$ cat src/rtl/pff_ram.sv
// Single-port-write, single-port-read synchronous memory with registered read data.
module pff_ram #(
  parameter int WIDTH = 8,
  parameter int DEPTH = 256
) (
  input  logic                                  clk,
  input  logic                                  we,
  input  logic [(DEPTH > 1 ? $clog2(DEPTH) : 1)-1:0] waddr,
  input  logic [WIDTH-1:0]                      wdata,
  input  logic                                  re,
  input  logic [(DEPTH > 1 ? $clog2(DEPTH) : 1)-1:0] raddr,
  output logic [WIDTH-1:0]                      rdata
);

  logic [WIDTH-1:0] mem [DEPTH];

  // Write port.
  always_ff @(posedge clk) begin
    if (we) begin
      mem[waddr] <= wdata;
    end
  end

  // Read port; the read data is registered.
  always_ff @(posedge clk) begin
    if (re) begin
      rdata <= mem[raddr];
    end
  end

endmodule

$ cat config.mk
export PLATFORM = sky130hd
export DESIGN_NAME = pff_ram
export DESIGN_NICKNAME = d
export VERILOG_FILES = /design/src/rtl/pff_ram.sv
export SDC_FILE = /design/constraint.sdc
export NUM_CORES = 2
export LEC_CHECK = 0
export BUFFER_PORTS_ARGS = -buffer_cell sky130_fd_sc_hd__clkbuf_2
export CAP_MARGIN = 25
export CELL_PAD_IN_SITES_DETAIL_PLACEMENT = 0
export CELL_PAD_IN_SITES_GLOBAL_PLACEMENT = 1
export CORE_MARGIN = 2
export CORE_UTILIZATION = 45
export CTS_BUF_LIST = sky130_fd_sc_hd__clkbuf_2 sky130_fd_sc_hd__clkbuf_4 sky130_fd_sc_hd__clkbuf_8
export DETAILED_ROUTE_END_ITERATION = 12
export PLACE_DENSITY = 0.76
export SYNTH_ARGS = -nofsm -noshare
export SYNTH_HDL_FRONTEND = slang
export SYNTH_SLANG_ARGS = --single-unit
$ cat constraint.sdc
create_clock -name clk -period 3.05 [get_ports clk]
set_input_delay 0.1525 -clock clk [delete_from_list [all_inputs] [get_ports clk]]
set_output_delay 0.1525 -clock clk [all_outputs]
set_load 0.02 [all_outputs]
== Word-level counts from Yosys, hierarchy flattened ==
Memories as Yosys holds them, arrays and structs flattened. A register that Yosys moved wholly into a read port is not among the register bits.
Index checks and enable logic that the tools add are counted.
Operators by class
  mux-type cells: 2
Operators with widths (number)
  $mux 1: 2
Storage, ports and cells
  logic and storage cells: 3
  bits of input ports: 27
  memory bits (writable): 2048
  output and inout port bits: 8
  memories kept: 1
  register bits: 0
Memories
  mem: depth 256, width 8, read ports 1, clocked after memory_dff 1, wr ports 1, line 15  | logic [WIDTH-1:0] mem [DEPTH];

== Depth between registers and ports, before layout ==
  word-level depth: 2
  mapped depth: 11
  depth with buffers taken out: 6

== Worst setup path after synthesis ==
No wires, ideal clock.
  kind: input to register
  from: input raddr[0] (netlist bit)
  to: register rdata[2], read port of mem (data pin)
  library setup time: 0.269 ns
  data required time: 2.781 ns
  setup slack: 0.821 ns
  cell stages on the path: 9
  buffers on the path: 4
  arrival time: 1.960 ns
  cells stage by stage: buf_6 > buf_12 > buf_8 > buf_2 > mux4_2 > a22oi_1 > a21oi_1 > nor4_1 > nor4_2
RTL lines
  from (decl): line 11  | input logic [(DEPTH > 1 ? $clog2(DEPTH) : 1)-1:0] raddr,
  to (decl): line 12  | output logic [WIDTH-1:0] rdata

==> flow_summary.toml <==
[placed_design]
placed_area_mm2 = 0.0859
dp_cells = 6385
portBuffers = 34
hpwl_mm = 125
globalplace.congestion = 0.858

[timing]
drv_slew = 0
final-setup-viol-count = 1
tightest_slew_ns = 1.07
slew_headroom_pct = 28.4
post-route-period-util_pct = 100
tns_ns = -0.0106
period_needed_ns = 3.06
clock.fmax_ghz = 0.327
fin_worst_skew_ns = 0.100
setup_slack_ns = -0.0106
finalHoldViolations = 0
rsz0062_at_grt = "false"

[cts]
cts.clk_slew.worst_paths_ns = 0.06
cts_sinks = 2056
clk_path_buf_depth = 4
cts_buffers = 340
clockRootBuffer = "clkbuf_8"
htreeDepth = 5
clk_latency_ns = 1.03
ctsResizeCount = 0
tritoncts = "yes"

[die]
die_x_um = 425
die_area_mm2 = 0.180
start_util_pct = 45.3
dieHeight_um = 425
num_rows = 154
io_pins = 35
core_area_mm2 = 0.176

[run_status]
violations = "negative setup slack"
outcome = "complete, but fails checks"

[synth]
yosysTopAreaCellShare_pct = 77.5
synth_largest_area_cell = "edfxtp_1"
synth_warnings = 0
ys_ff_latch = 2056
netlist_area_mm2 = 0.0796
synth.area.top_cells = "edfxtp_1, mux4_2, mux2i_1"
ys_types = 54
synthArstFlopShare_pct = 0
synth_cells = 3733
netlist_top_cells_count = "edfxtp_1, mux4_2, nor2_1"
synth-edff-count = 2056
synth-seq-area-share_pct = 77.5
synthMostInstantiatedCell = "edfxtp_1"
ys.flop_type = "edfxtp_1"
syn_nets = 3760
avgSynthCellArea_um2 = 21.3

[flow_run]
cap_violations = 0

[drt]
ant_nets = 0
drtPass1Iterations = 6
vias_per_cell = 5.89
drcViolationCount = 0
vias = 41121
wl_per_cell_um = 28.6
drt_iter0_markers = 4852
wirelength_mm = 200

[global_route]
gr-total-overflow = 0
grt_pass1_vias = 41504
grt_pass1_wl_mm = 289
grt_antenna_before_repair = 17
grt_usage_pct = 22.2
grt_max_degree = 105

[setup_path]
required_ns = 3.81
critPathMaxFanout = 1
setup.worst_path.class = "reg -> reg"
cp-start-kind = "flip-flop"
cp_data_arrival_time_ns = 3.82
cp-end-kind = "flip-flop"

[pwr]
pwr-share-clk_pct = 39.9
ir_worst_vdd_mv = 0.462
power_leakage_nw = 29.7
p_seq_share_pct = 54.8
p_int_w = 0.0445
power.density_mw_per_mm2 = 617
switchingPower_w = 0.0125
switching_share_pct = 22.0
comb_power_share_pct = 5.3

[finish]
syn2layout_area_growth_pct = 16.0
seqCellArea_mm2 = 0.0617
layout.cells.non_filler = 6986
stdcell_area_mm2 = 0.0923
fill_cells = 13439
final_nets = 4434
multi_input_area_mm2 = 0.0165
drive_above_1_share_pct = 32.8

[hold_path]
min_path_type = "in -> reg"
through the flow:
step / hold WS (ns) / power (W) / setup slack [ns] / util [%]
6_report: 0.165 / 0.0570 / -0.0106 / 52.5
5_1_grt: 0.141 / 0.0587 / 0.0204 / 52.5
4_1_cts: 0.0343 / 0.0574 / 0.0403 / 52.5
3_5_place_dp: 0.751 / 0.0348 / -0.385 / 48.8
3_3_place_gp: 0.740 / 0.0348 / -0.444 / 48.8
2_1_floorplan: 0.251 / 0.0333 / 0.821 / -
final timing paths:
check / startpoint / to / slack, ns / cells past startpoint
setup / recovery: mem[83][1]$_DFFE_PP_ / rdata[1]$_DFFE_PP_ / -0.01 / 6
hold / removal: we / mem[88][0]$_DFFE_PP_ / 0.16 / 4
setup reg to reg: mem[83][1]$_DFFE_PP_ / rdata[1]$_DFFE_PP_ / -0.01 / 6
hold reg to reg: mem[60][2]$_DFFE_PP_ / rdata[2]$_DFFE_PP_ / 1.17 / 7
registers in the layout (all words and copies together) (netlist names):
name / cells
mem: 2048
rdata: 8
critical path, stage by stage (launching register included):
cell and delay [ns]:
edfxtp_1 0.36, mux4_2 0.48, mux4_2 0.56, nor2b_1 0.17
nor4_1 0.87, buf_4 0.30, nor4_1 0.07
what timing repair did:
item,in CTS,in global routing
setup buffers,0,0
endpoints found under the hold margin,955,0
hold buffers,20,0
power groups by stage:
stage | combinational, W | sequential [W] | clock [W]
final | 0.00303 | 0.0312 | 0.0227
after CTS | 0.00305 | 0.0312 | 0.0231
after detailed placement | 0.00302 | 0.0318 | 0
after floorplan | 0.00151 | 0.0318 | 0
after global placement | 0.00298 | 0.0318 | 0
after global routing | 0.00319 | 0.0312 | 0.0243
per-layer routing:
metal | wire [um] | track usage (%) | vias to the layer above
li1 | - | - | 17100
met1 | 77700 | 30.1 | 21590
met2 | 97600 | 35.8 | 2024
met3 | 18100 | 4.84 | 401
met4 | 6650 | 7.68 | 6
met5 | 40 | 0 | -
logic make-up (layout without fill, tap and decap cells):
logic type	Yosys count	in the layout	share of synthesized area (%)
compound gates	385	385	3.42
buf+inv	235	1143	1.83
flops	2056	2056	77.5
mux	591	591	14.6
other cells	0	5	0
simple gates	466	466	2.63
area by class of cell:
| type | count | share of cell area (%) |
|---|---|---|
| Inverter | 2 | 0.00813 |
| Antenna cell | 5 | 0.0135 |
| Clock inverter | 147 | 0.943 |
| Tap cell | 2340 | 3.17 |
| Sequential cell | 2056 | 66.9 |
| Multi-Input combinational cell | 1442 | 17.8 |
| Timing Repair Buffer | 565 | 5.36 |
| Clock buffer | 429 | 5.81 |
layout by cell type, fill, tap and decap left out, types with 28 or more instances in the layout:
| cell | instances |
|---|---|
| edfxtp_1 | 2056 |
| buf_4 | 459 |
| mux4_2 | 454 |
| clkbuf_8 | 351 |
| nor2_1 | 279 |
| mux2i_1 | 134 |
| a22oi_1 | 133 |
| a21oi_1 | 96 |
| clkbuf_4 | 86 |
| clkinv_1 | 74 |
| clkinv_2 | 56 |
| buf_12 | 52 |
| o221ai_1 | 46 |
| nand3_1 | 34 |
| nand2_1 | 33 |
| o22ai_1 | 28 |
| nor2b_1 | 28 |
Note: power is estimated with default switching activity, not from simulation.
